$ cat src/sv/hrl_pkg.sv
`default_nettype none
package hrl_pkg;

   localparam int CORDIC_STEPS_DEF = 24;
   localparam int TAB_LEN          = 32;
   localparam int CSR_ADDR_W       = 3;

   // Q3.29 angles, carried at 42 bits through the limiter arithmetic
   localparam logic signed [41:0] PI_Q29      = 42'sd1686629684;
   localparam logic signed [41:0] TWO_PI_Q29  = 42'sd3373259368;
   localparam logic signed [41:0] TRUE_PI_Q29 = 42'sd1686629713;

   localparam logic [30:0] MIN_DISTANCE_RESET = 31'd6554;
   localparam logic [30:0] MAX_YAW_RATE_RESET = 31'd52707179;
   localparam logic [19:0] US_PER_S           = 20'd1000000;
   localparam logic [18:0] HALF_US_PER_S      = 19'd500000;

   typedef enum logic {
      CSR_MIN_DISTANCE = 1'b0,
      CSR_MAX_YAW_RATE = 1'b1
   } csr_index_type;

   typedef struct packed {
      logic signed [31:0] offset_x;
      logic signed [31:0] offset_y;
      logic signed [31:0] offset_z;
      logic [19:0]        elapsed_us;
      logic               hold;
   } hrl_req_type;

   typedef struct packed {
      logic signed [31:0] heading;
      logic signed [31:0] heading_rate;
   } hrl_rsp_type;

   typedef logic [31:0] angle_tab_type [TAB_LEN];

   // unsigned quotient by shift and subtract, elaboration only
   function automatic longint unsigned udiv64(input longint unsigned num,
                                              input longint unsigned den);
      longint unsigned q;
      longint unsigned r;
      q = 64'd0;
      r = 64'd0;
      for (int b = 63; b >= 0; b--) begin
         r = {r[62:0], num[b]};
         if (r >= den) begin
            r    = r - den;
            q[b] = 1'b1;
         end
      end
      return q;
   endfunction

   // atan(2^-i) in Q3.29 from its power series, evaluated at elaboration
   function automatic angle_tab_type build_angle_tab();
      angle_tab_type     tab;
      longint unsigned   term;
      longint unsigned   sum;
      longint unsigned   k;
      tab[0] = 32'd421657428;
      for (int i = 1; i < TAB_LEN; i++) begin
         term = 64'd1 << (61 - i);
         sum  = 64'd0;
         k    = 64'd0;
         while (term != 64'd0) begin
            if (k[0]) begin
               sum -= udiv64(term, 2 * k + 1);
            end else begin
               sum += udiv64(term, 2 * k + 1);
            end
            term = term >> (2 * i);
            k++;
         end
         tab[i] = 32'((sum + 64'h8000_0000) >> 32);
      end
      return tab;
   endfunction

   localparam angle_tab_type ANGLE_TAB = build_angle_tab();

endpackage
`default_nettype wire

$ cat src/sv/heading_rate_limiter.sv
// A hold item goes from accept straight to the done state; a normal item runs the sequencer below.
// One item at a time; ready returns in the same cycle that the result becomes valid,
// and a finished item waits until the result register is free.
// Time goes to the bit-serial multiplier (one multiplier bit per cycle), two 56-step
// restoring divides (limit and rate) and the CORDIC loop (one step per cycle).
// Reset (synchronous, active high): held heading and rate to zero, registers to defaults.
`default_nettype none
module heading_rate_limiter #(
   parameter int CORDIC_STEPS = hrl_pkg::CORDIC_STEPS_DEF
) (
   input  logic                            clock,
   input  logic                            reset,
   input  logic                            req_valid,
   output logic                            req_ready,
   input  hrl_pkg::hrl_req_type            req_data,
   output logic                            rsp_valid,
   input  logic                            rsp_ready,
   output hrl_pkg::hrl_rsp_type            rsp_data,
   input  logic                            csr_psel,
   input  logic                            csr_penable,
   input  logic                            csr_pwrite,
   input  logic [hrl_pkg::CSR_ADDR_W-1:0]  csr_paddr,
   input  logic [31:0]                     csr_pwdata,
   output logic [31:0]                     csr_prdata,
   output logic                            csr_pready
);
   import hrl_pkg::*;

   localparam int STEP_W    = $clog2(CORDIC_STEPS + 1);
   localparam int DIV_STEPS = 56;

   // Sequencer: squares -> radius compare -> (normalize -> CORDIC) -> limit M ->
   // decide branch -> (rate multiply/divide) -> average -> result register; hold skips to the result.
   typedef enum logic [3:0] {
      S_IDLE, S_SQUARE, S_RADIUS, S_NORM, S_CORDIC, S_LIMIT_MUL, S_LIMIT_DIV,
      S_DECIDE, S_RATE_MUL, S_RATE_DIV, S_AVERAGE, S_DONE
   } state_type;

   state_type           state_ff;
   logic [30:0]         min_distance_ff;
   logic [30:0]         max_yaw_rate_ff;
   logic signed [31:0]  held_heading_ff;
   logic signed [31:0]  held_rate_ff;
   hrl_req_type         in_ff;

   // bit-serial multiplier: one bit of mul_b per cycle
   logic [63:0]         mul_a_ff;
   logic [31:0]         mul_b_ff;
   logic [63:0]         mul_acc_ff;
   logic [1:0]          sq_sel_ff;
   logic [63:0]         dist_sum_ff;

   // CORDIC datapath
   logic signed [33:0]  cx_ff;
   logic signed [33:0]  cy_ff;
   logic signed [33:0]  cz_ff;
   logic [STEP_W-1:0]   step_ff;

   // restoring divider: dividend shifts out, quotient shifts in
   logic [55:0]         div_num_ff;
   logic [24:0]         div_rem_ff;
   logic [24:0]         div_den_ff;
   logic [5:0]          div_cnt_ff;

   logic signed [31:0]  target_ff;
   logic [36:0]         limit_ff;
   logic signed [41:0]  yaw_ff;
   logic signed [34:0]  raw_ff;
   logic                rate_neg_ff;
   logic signed [31:0]  new_heading_ff;
   logic signed [31:0]  new_rate_ff;
   logic                update_ff;
   logic                rsp_valid_ff;
   hrl_rsp_type         rsp_data_ff;

   function automatic logic [31:0] mag32(input logic signed [31:0] v);
      return v[31] ? 32'(-v) : 32'(v);
   endfunction

   // ---------------- configuration port ----------------
   logic csr_write;
   assign csr_write  = csr_psel & csr_penable & csr_pwrite;
   assign csr_pready = 1'b1;

   always_ff @(posedge clock) begin
      if (reset) begin
         min_distance_ff <= MIN_DISTANCE_RESET;
         max_yaw_rate_ff <= MAX_YAW_RATE_RESET;
      end else if (csr_write) begin
         case (csr_index_type'(csr_paddr[2]))
            CSR_MIN_DISTANCE: min_distance_ff <= csr_pwdata[30:0];
            CSR_MAX_YAW_RATE: max_yaw_rate_ff <= csr_pwdata[30:0];
            default:          min_distance_ff <= min_distance_ff;
         endcase
      end
   end

   always_comb begin
      case (csr_index_type'(csr_paddr[2]))
         CSR_MIN_DISTANCE: csr_prdata = {1'b0, min_distance_ff};
         CSR_MAX_YAW_RATE: csr_prdata = {1'b0, max_yaw_rate_ff};
         default:          csr_prdata = 32'd0;
      endcase
   end

   // ---------------- shared serial units ----------------
   logic        mul_done;
   logic [63:0] mul_acc_in;
   assign mul_done   = (mul_b_ff == 32'd0);
   assign mul_acc_in = mul_b_ff[0] ? mul_acc_ff + mul_a_ff : mul_acc_ff;

   logic        div_done;
   logic [25:0] div_shift;
   logic        div_qbit;
   logic [24:0] div_rem_in;
   assign div_done   = (div_cnt_ff == 6'(DIV_STEPS));
   assign div_shift  = {div_rem_ff, div_num_ff[55]};
   assign div_qbit   = (div_shift >= {1'b0, div_den_ff});
   assign div_rem_in = div_qbit ? 25'(div_shift - {1'b0, div_den_ff}) : div_shift[24:0];

   // ---------------- CORDIC step ----------------
   logic signed [33:0] cr_dx, cr_dy, cr_ang;
   logic signed [33:0] cz_clamp;
   logic               norm_small;
   assign cr_dx  = cx_ff >>> step_ff[4:0];
   assign cr_dy  = cy_ff >>> step_ff[4:0];
   assign cr_ang = $signed({2'b00, ANGLE_TAB[step_ff[4:0]]});
   assign norm_small = (cx_ff < 34'sd1073741824) && (cy_ff < 34'sd1073741824)
                       && (cy_ff > -34'sd1073741824);

   always_comb begin
      cz_clamp = cz_ff;
      if (42'(cz_ff) > TRUE_PI_Q29)  cz_clamp = 34'(TRUE_PI_Q29);
      if (42'(cz_ff) < -TRUE_PI_Q29) cz_clamp = 34'(-TRUE_PI_Q29);
   end

   // ---------------- limiter decision ----------------
   logic signed [41:0] dc_t, dc_l, dc_m, dc_r, dc_d, dc_lm, dc_lp, dc_yaw;
   logic signed [34:0] dc_raw;
   logic               dc_need;
   logic [32:0]        dc_dmag;

   always_comb begin
      dc_t = 42'(target_ff);
      dc_l = 42'(held_heading_ff);
      dc_m = $signed({5'd0, limit_ff});
      dc_r = $signed({11'd0, max_yaw_rate_ff});
      dc_d = dc_t - dc_l;
      dc_lm = dc_l - dc_m;
      if (dc_lm < -PI_Q29) dc_lm = dc_lm + TWO_PI_Q29;
      dc_lp = dc_l + dc_m;
      if (dc_lp > PI_Q29) dc_lp = dc_lp - TWO_PI_Q29;
      dc_need = 1'b0;
      if (dc_d > PI_Q29) begin
         // wrapped change is negative
         dc_yaw = (dc_d - TWO_PI_Q29 < -dc_m) ? dc_lm : dc_t;
         dc_raw = 35'(-dc_r);
      end else if (dc_d < -PI_Q29) begin
         dc_yaw = (dc_d + TWO_PI_Q29 > dc_m) ? dc_lp : dc_t;
         dc_raw = 35'(dc_r);
      end else if (dc_d < -dc_m) begin
         dc_yaw = dc_lm;
         dc_raw = 35'(-dc_r);
      end else if (dc_d > dc_m) begin
         dc_yaw = dc_lp;
         dc_raw = 35'(dc_r);
      end else begin
         dc_yaw  = dc_t;
         dc_raw  = 35'sd0;
         dc_need = 1'b1;
      end
      if (in_ff.elapsed_us == 20'd0) dc_raw = 35'sd0;
      dc_dmag = 33'(dc_d < 0 ? -dc_d : dc_d);
   end

   // ---------------- averaging ----------------
   logic signed [41:0] av_diff, av_abs, av_sum, av_h;
   logic signed [35:0] av_rs, av_r;
   logic signed [31:0] av_heading, av_rate;

   always_comb begin
      av_diff = yaw_ff - dc_l;
      av_abs  = av_diff < 0 ? -av_diff : av_diff;
      av_sum  = yaw_ff + dc_l;
      av_h    = (av_abs <= dc_m) ? (av_sum >>> 1) : yaw_ff;
      if (av_h > TRUE_PI_Q29)  av_h = TRUE_PI_Q29;
      if (av_h < -TRUE_PI_Q29) av_h = -TRUE_PI_Q29;
      av_heading = 32'(av_h);
      av_rs = 36'(held_rate_ff) + 36'(raw_ff);
      av_r  = av_rs >>> 1;
      if (av_r > 36'sd2147483647)       av_rate = 32'sh7FFF_FFFF;
      else if (av_r < -36'sd2147483648) av_rate = 32'sh8000_0000;
      else                              av_rate = 32'(av_r);
   end

   logic [34:0] rq_sat;
   assign rq_sat = (div_num_ff > 56'h2_0000_0000) ? 35'h2_0000_0000 : div_num_ff[34:0];

   // ---------------- sequencer ----------------
   always_ff @(posedge clock) begin
      if (reset) begin
         state_ff        <= S_IDLE;
         held_heading_ff <= 32'sd0;
         held_rate_ff    <= 32'sd0;
         rsp_valid_ff    <= 1'b0;
      end else begin
         // in S_DONE the result register is handled by the commit below
         if (rsp_valid_ff && rsp_ready && state_ff != S_DONE) rsp_valid_ff <= 1'b0;
         case (state_ff)
            S_IDLE: begin
               if (req_valid) begin
                  in_ff <= req_data;
                  if (req_data.hold) begin
                     new_heading_ff <= held_heading_ff;
                     new_rate_ff    <= 32'sd0;
                     update_ff      <= 1'b0;
                     state_ff       <= S_DONE;
                  end else begin
                     mul_a_ff   <= {32'd0, mag32(req_data.offset_x)};
                     mul_b_ff   <= mag32(req_data.offset_x);
                     mul_acc_ff <= 64'd0;
                     sq_sel_ff  <= 2'd0;
                     state_ff   <= S_SQUARE;
                  end
               end
            end
            S_SQUARE: begin
               // x^2 + y^2 + z^2 builds up in one accumulator
               if (!mul_done) begin
                  mul_acc_ff <= mul_acc_in;
                  mul_a_ff   <= mul_a_ff << 1;
                  mul_b_ff   <= mul_b_ff >> 1;
               end else begin
                  case (sq_sel_ff)
                     2'd0: begin
                        mul_a_ff  <= {32'd0, mag32(in_ff.offset_y)};
                        mul_b_ff  <= mag32(in_ff.offset_y);
                        sq_sel_ff <= 2'd1;
                     end
                     2'd1: begin
                        mul_a_ff  <= {32'd0, mag32(in_ff.offset_z)};
                        mul_b_ff  <= mag32(in_ff.offset_z);
                        sq_sel_ff <= 2'd2;
                     end
                     default: begin
                        dist_sum_ff <= mul_acc_ff;
                        mul_acc_ff  <= 64'd0;
                        mul_a_ff    <= {33'd0, min_distance_ff};
                        mul_b_ff    <= {1'b0, min_distance_ff};
                        state_ff    <= S_RADIUS;
                     end
                  endcase
               end
            end
            S_RADIUS: begin
               if (!mul_done) begin
                  mul_acc_ff <= mul_acc_in;
                  mul_a_ff   <= mul_a_ff << 1;
                  mul_b_ff   <= mul_b_ff >> 1;
               end else if ((dist_sum_ff > mul_acc_ff)
                            && !(in_ff.offset_x == 32'sd0 && in_ff.offset_y == 32'sd0)) begin
                  // left half plane: rotate by pi and start z at +-pi
                  if (in_ff.offset_x[31]) begin
                     cx_ff <= -34'(in_ff.offset_x);
                     cy_ff <= -34'(in_ff.offset_y);
                     cz_ff <= in_ff.offset_y[31] ? 34'(-TRUE_PI_Q29) : 34'(TRUE_PI_Q29);
                  end else begin
                     cx_ff <= 34'(in_ff.offset_x);
                     cy_ff <= 34'(in_ff.offset_y);
                     cz_ff <= 34'sd0;
                  end
                  state_ff <= S_NORM;
               end else begin
                  target_ff  <= (dist_sum_ff > mul_acc_ff) ? 32'sd0 : held_heading_ff;
                  mul_a_ff   <= {33'd0, max_yaw_rate_ff};
                  mul_b_ff   <= {12'd0, in_ff.elapsed_us};
                  mul_acc_ff <= 64'd0;
                  state_ff   <= S_LIMIT_MUL;
               end
            end
            S_NORM: begin
               if (norm_small) begin
                  cx_ff <= cx_ff <<< 1;
                  cy_ff <= cy_ff <<< 1;
               end else begin
                  step_ff  <= '0;
                  state_ff <= S_CORDIC;
               end
            end
            S_CORDIC: begin
               if (step_ff == STEP_W'(CORDIC_STEPS)) begin
                  target_ff  <= 32'(cz_clamp);
                  mul_a_ff   <= {33'd0, max_yaw_rate_ff};
                  mul_b_ff   <= {12'd0, in_ff.elapsed_us};
                  mul_acc_ff <= 64'd0;
                  state_ff   <= S_LIMIT_MUL;
               end else begin
                  if (!cy_ff[33]) begin
                     cx_ff <= cx_ff + cr_dy;
                     cy_ff <= cy_ff - cr_dx;
                     cz_ff <= cz_ff + cr_ang;
                  end else begin
                     cx_ff <= cx_ff - cr_dy;
                     cy_ff <= cy_ff + cr_dx;
                     cz_ff <= cz_ff - cr_ang;
                  end
                  step_ff <= step_ff + 1'b1;
               end
            end
            S_LIMIT_MUL: begin
               if (!mul_done) begin
                  mul_acc_ff <= mul_acc_in;
                  mul_a_ff   <= mul_a_ff << 1;
                  mul_b_ff   <= mul_b_ff >> 1;
               end else begin
                  // M = (R * us * 32 + 500000) / 1000000
                  div_num_ff <= {mul_acc_ff[50:0], 5'd0} + {37'd0, HALF_US_PER_S};
                  div_den_ff <= {5'd0, US_PER_S};
                  div_rem_ff <= 25'd0;
                  div_cnt_ff <= 6'd0;
                  state_ff   <= S_LIMIT_DIV;
               end
            end
            S_LIMIT_DIV: begin
               if (!div_done) begin
                  div_rem_ff <= div_rem_in;
                  div_num_ff <= {div_num_ff[54:0], div_qbit};
                  div_cnt_ff <= div_cnt_ff + 1'b1;
               end else begin
                  limit_ff <= div_num_ff[36:0];
                  state_ff <= S_DECIDE;
               end
            end
            S_DECIDE: begin
               yaw_ff <= dc_yaw;
               raw_ff <= dc_raw;
               if (dc_need && in_ff.elapsed_us != 20'd0) begin
                  rate_neg_ff <= (dc_d < 0);
                  mul_a_ff    <= {31'd0, dc_dmag};
                  mul_b_ff    <= {12'd0, US_PER_S};
                  mul_acc_ff  <= 64'd0;
                  state_ff    <= S_RATE_MUL;
               end else begin
                  state_ff <= S_AVERAGE;
               end
            end
            S_RATE_MUL: begin
               if (!mul_done) begin
                  mul_acc_ff <= mul_acc_in;
                  mul_a_ff   <= mul_a_ff << 1;
                  mul_b_ff   <= mul_b_ff >> 1;
               end else begin
                  // rate = (|d| * 1e6 + 16 us) / (32 us), rounded half away from zero
                  div_num_ff <= mul_acc_ff[55:0] + {32'd0, in_ff.elapsed_us, 4'd0};
                  div_den_ff <= {in_ff.elapsed_us, 5'd0};
                  div_rem_ff <= 25'd0;
                  div_cnt_ff <= 6'd0;
                  state_ff   <= S_RATE_DIV;
               end
            end
            S_RATE_DIV: begin
               if (!div_done) begin
                  div_rem_ff <= div_rem_in;
                  div_num_ff <= {div_num_ff[54:0], div_qbit};
                  div_cnt_ff <= div_cnt_ff + 1'b1;
               end else begin
                  // beyond 2^33 the averaged rate saturates anyway
                  raw_ff   <= rate_neg_ff ? -$signed(rq_sat) : $signed(rq_sat);
                  state_ff <= S_AVERAGE;
               end
            end
            S_AVERAGE: begin
               new_heading_ff <= av_heading;
               new_rate_ff    <= av_rate;
               update_ff      <= 1'b1;
               state_ff       <= S_DONE;
            end
            S_DONE: begin
               if (!rsp_valid_ff || rsp_ready) begin
                  rsp_valid_ff             <= 1'b1;
                  rsp_data_ff.heading      <= new_heading_ff;
                  rsp_data_ff.heading_rate <= new_rate_ff;
                  if (update_ff) begin
                     held_heading_ff <= new_heading_ff;
                     held_rate_ff    <= new_rate_ff;
                  end
                  state_ff <= S_IDLE;
               end
            end
            default: state_ff <= S_IDLE;
         endcase
      end
   end

   assign req_ready = (state_ff == S_IDLE);
   assign rsp_valid = rsp_valid_ff;
   assign rsp_data  = rsp_data_ff;

`ifndef SYNTHESIS
   a_heading_range: assert property (@(posedge clock) disable iff (reset)
      rsp_valid |-> (42'(rsp_data.heading) <= TRUE_PI_Q29
                     && 42'(rsp_data.heading) >= -TRUE_PI_Q29))
      else $error("heading outside +-pi");

   a_held_commit: assert property (@(posedge clock) disable iff (reset)
      !$stable(held_heading_ff) |-> ($past(state_ff == S_DONE) || $past(reset)))
      else $error("held heading changed outside commit");

   a_rsp_from_done: assert property (@(posedge clock) disable iff (reset)
      $rose(rsp_valid) |-> $past(state_ff == S_DONE))
      else $error("result raised outside commit");

   a_cordic_bound: assert property (@(posedge clock) disable iff (reset)
      (state_ff == S_CORDIC) |-> (step_ff <= STEP_W'(CORDIC_STEPS)))
      else $error("CORDIC step count overrun");
`endif

endmodule
`default_nettype wire
$ cat config.mk
export PLATFORM = sky130hd
export DESIGN_NAME = heading_rate_limiter
export DESIGN_NICKNAME = d
export VERILOG_FILES = /design/src/sv/hrl_pkg.sv /design/src/sv/heading_rate_limiter.sv
export SDC_FILE = /design/constraint.sdc
export NUM_CORES = 2
export LEC_CHECK = 0
export ABC_CLOCK_PERIOD_IN_PS = 35100
export BUFFER_PORTS_ARGS = -buffer_cell sky130_fd_sc_hd__buf_2
export CORE_MARGIN = 3
export CORE_UTILIZATION = 45
export CTS_CLUSTER_SIZE = 20
export DETAILED_ROUTE_END_ITERATION = 10
export PLACE_DENSITY = 0.61
export SLEW_MARGIN = 5
export SYNTH_ARGS = -nofsm -noshare
export SYNTH_HDL_FRONTEND = slang
export SYNTH_SLANG_ARGS = --single-unit
$ cat constraint.sdc
create_clock -name clock -period 35.1 [get_ports clock]
set_clock_uncertainty 0.2 [all_clocks]
set_input_delay 3.51 -clock clock [delete_from_list [all_inputs] [get_ports clock]]
set_output_delay 3.51 -clock clock [all_outputs]
set_load 0.02 [all_outputs]
==> flow_summary_export.csv <==
group,metric,value,unit
job,drv_cap,0,
synthesis,ys_seq_elements,961,
synthesis,synth_most_common_cell,"nand2_1",
worst_setup_path,crit_fanout,23,
worst_hold_path,worstHoldPathType,"reg2reg",
worst_setup_path,worstSetupStartpointType,"flop",
worst_hold_path,hold_start,"new_rate_ff[22]",
grt,track_usage,34.59,%
power_and_ir_drop,swShare,43.03,%
placed_design,port_buffers,252,
placed_design,gp_congestion,1.028,
worst_setup_path,cp_slowest_stage_delay,1.13,ns
floorplan,num_rows,160,
grt,grt_first_pass_wirelength,514.9,mm
placed_design,hpwl,282.9,mm
clocking,clk_latency,0.83,ns
grt,grt_overflow,0,
synthesis,synth_area_leaders,"edfxtp_1 (29%), ha_1 (10%), xnor2_1 (5.9%)",
route,drtPass1Iterations,8,
synthesis,netlist_instances,10055,
worst_hold_path,holdPathStages,0,
floorplan,core-area,191000,um2
layout,area_delta_synth_final,9.361,%
power_and_ir_drop,pwr-share-clk,21.4,%
power_and_ir_drop,p_per_area,61.29,nW/um2
sta,hold_violations,0,
worst_setup_path,rr_endpoint,"new_heading_ff[1]",
worst_setup_path,crit_path_top_delay_cell,"a2111oi_4",
synthesis,seq_area_frac_synth,31.71,%
floorplan,initial_core_util,45.49,%
synthesis,synth_commonest_cells,"nand2_1 (1011), edfxtp_1 (830), nor2_1 (817)",
synthesis,synthesis.nets,10935,
power_and_ir_drop,peakVddDrop,0.04928,mV
synthesis,ys_warn_count,0,
route,num_vias,81903,
worst_setup_path,arrival,14.01,ns
sta,slew_viol_final,0,
route,ant_nets,0,
power_and_ir_drop,switchingPower,2.505,mW
sta,max_freq,72.72,MHz
placed_design,post_dp_cell_area,91100,um2
worst_setup_path,r2r_cells,38,
grt,grt_pass1_vias,77079,
outcome,status,"completed",
floorplan,io_pins,258,
sta,grt_setup_unrepaired,"false",
power_and_ir_drop,power_frac_seq,31.0,%
power_and_ir_drop,finalPower,5.823,mW
sta,fin_crit,13.75,ns
worst_setup_path,r2r_slack,21.35,ns
power_and_ir_drop,power.internal,3.318,mW
synthesis,synth_largest_area_cell,"edfxtp_1",
floorplan,dieArea,198400,um2
synthesis,synthFlopType,"edfxtp_1",
worst_setup_path,crit_required,35.36,ns
clocking,cts_made_buffers,113,
synthesis,syn_area_per_cell,8.640,um2
route,drt_iter0_markers,8858,
clocking,cts_root_buf,"clkbuf_16",
synthesis,synth_edf_count,830,
route,vias_per_cell,6.421,
sta,setup_viol,0,
grt,antenna_found_initial,26,
synthesis,synthDistinctLibCells,113,
clocking,path_clk_slew,0.06,ns
layout,fill_cells,18245,
worst_setup_path,crit_top_cell,"ha_1",
synthesis,async_flop_share,0,%
sta,relSlewSlack,17.58,%
synthesis,syn-cell-area,86880,um2
floorplan,die_height,445.4,um
power_and_ir_drop,leakage,36.84,nW
floorplan,dieWidth,445.4,um
grt,grt_max_degree,88,
layout,final_nets,11013,
clocking,hold_buffers,0,
sta,setup-tns-final,0,ns
route,route.detailed.drc,0,
worst_hold_path,holdPathEnd,"rsp_data[22]",
clocking,post_cts_buffers,0,
clocking,clockBufferDepth,3,
clocking,htree_levels,3,
route,wl_per_cell,27.87,um
power_and_ir_drop,comb_power_share,47.6,%
worst_setup_path,path_class,"reg2reg",
clocking,cts_tree,"done",
layout,drive_gt1_share,9.068,%
clocking,cts_repair_resize_count,0,
synthesis,synth_top_area_share,28.69,%
layout,fin_util,49.75,%
route,routed_wl,355.5,mm
layout,final_cell_area,95010,um2
worst_setup_path,rr_startpoint,"held_heading_ff[18]",
clocking,cts.sinks,961,
worst_setup_path,endpoint_kind,"flop",
sta,worst_pin_slew,1.236,ns
sta,fin_crit_sh,39.18,%
state kept, by name (all words and copies together) (netlist names), 25 cells and up:
signal / flops
mul_acc_ff: 64
cx_ff: 34
div_rem_ff: 25
held_heading_ff: 32
yaw_ff: 40
rsp_data: 64
dist_sum_ff: 64
cy_ff: 34
mul_b_ff: 32
held_rate_ff: 32
limit_ff: 37
div_num_ff: 56
target_ff: 32
raw_ff: 35
cz_ff: 34
new_heading_ff: 32
min_distance_ff: 31
max_yaw_rate_ff: 31
new_rate_ff: 32
mul_a_ff: 64
in_ff: 116
final cells by class:
type                    instances  area (um2)  area share, %
clock buffers                 155        3256          3.427
multi-input cells            8176       56090          59.03
clock inverters                61       628.1         0.6611
well taps                    2511        3142          3.307
repair buffers                434        2646          2.785
diodes                         11       27.53        0.02897
inverters                     447        1678          1.766
flip-flops and latches        961       27550          28.99
power by group through the flow:
stage / combinational (mW) / sequential (mW) / clock [mW]
after CTS: 2.72 / 1.80 / 1.26
after global placement: 2.65 / 1.82 / 0
after global routing: 3.02 / 1.82 / 1.30
after detailed placement: 2.70 / 1.82 / 0
final: 2.77 / 1.81 / 1.24
after floorplan: 1.99 / 1.71 / 0
how the worst max path moves through the flow:
stage | endpoint | slack (ns) | cells past startpoint | from
6_report | new_heading_ff[1] | 21.35 | 38 | held_heading_ff[18]
5_1_grt | new_heading_ff[3] | 20.99 | 41 | held_heading_ff[4]
4_1_cts | new_heading_ff[1] | 21.53 | 39 | held_heading_ff[1]
3_5_place_dp | new_heading_ff[1] | 21.60 | 39 | held_heading_ff[1]
3_3_place_gp | new_heading_ff[0] | 21.44 | 39 | held_heading_ff[1]
2_1_floorplan | mul_a_ff[0] | 23.80 | 27 | held_heading_ff[1]
placed cells by master (no fill, tap or decap), drive strengths merged, types with 61 or more instances in the layout:
master / instances
and2: 104
mux2i: 184
nor2b: 137
nand2: 1011
nand3: 206
o21ai: 673
inv: 450
o21a: 105
nor4: 103
nand2b: 120
a211oi: 105
dfxtp: 131
a21o: 218
a31oi: 111
a22oi: 93
nor3: 233
o31ai: 118
or3: 113
and3: 91
ha: 709
or2: 63
o21bai: 63
o211ai: 96
nand4: 133
nor2: 817
clkbuf: 155
buf: 434
xnor2: 587
o22ai: 87
xor2: 294
a21oi: 799
mux4: 61
edfxtp: 830
worst max-delay path: cells and delay by family, from the launching register on:
kind | cells | cell delay [ns]
compound gates | 17 | 5.77
fa+ha+maj | 3 | 1.31
mux | 1 | 0.35
buf+inv | 2 | 0.45
flops | 1 | 0.67
simple gates | 13 | 3.99
xor+xnor | 2 | 0.66
metal layers:
layer,vias up,GRT usage [%],wire [um]
met5,-,0,107
met4,16,24.16,30250
met3,885,5.183,26030
met2,3800,55.50,160000
met1,39729,42.78,139100
li1,37473,-,-
stage by stage:
step	cells	setup WS (ns)	hold slack (ns)
after CTS	12745	21.53	0.2433
after floorplan	10055	23.80	0.2244
after detailed placement	12529	21.60	0.2342
final	12756	21.35	0.2362
after global placement	12529	21.44	0.2295
after global routing	12749	20.99	0.2615
logic make-up after synthesis:
group | after synthesis | synth area share (%)
simple gates | 3313 | 18.38
compound gates | 2959 | 22.07
flops | 961 | 31.71
buf+inv | 918 | 4.053
xor+xnor | 881 | 8.882
fa+ha+maj | 721 | 10.49
mux | 300 | 4.419
other cells | 2 | 0.008644
No activity file was read; power rests on OpenSTA's default activity.
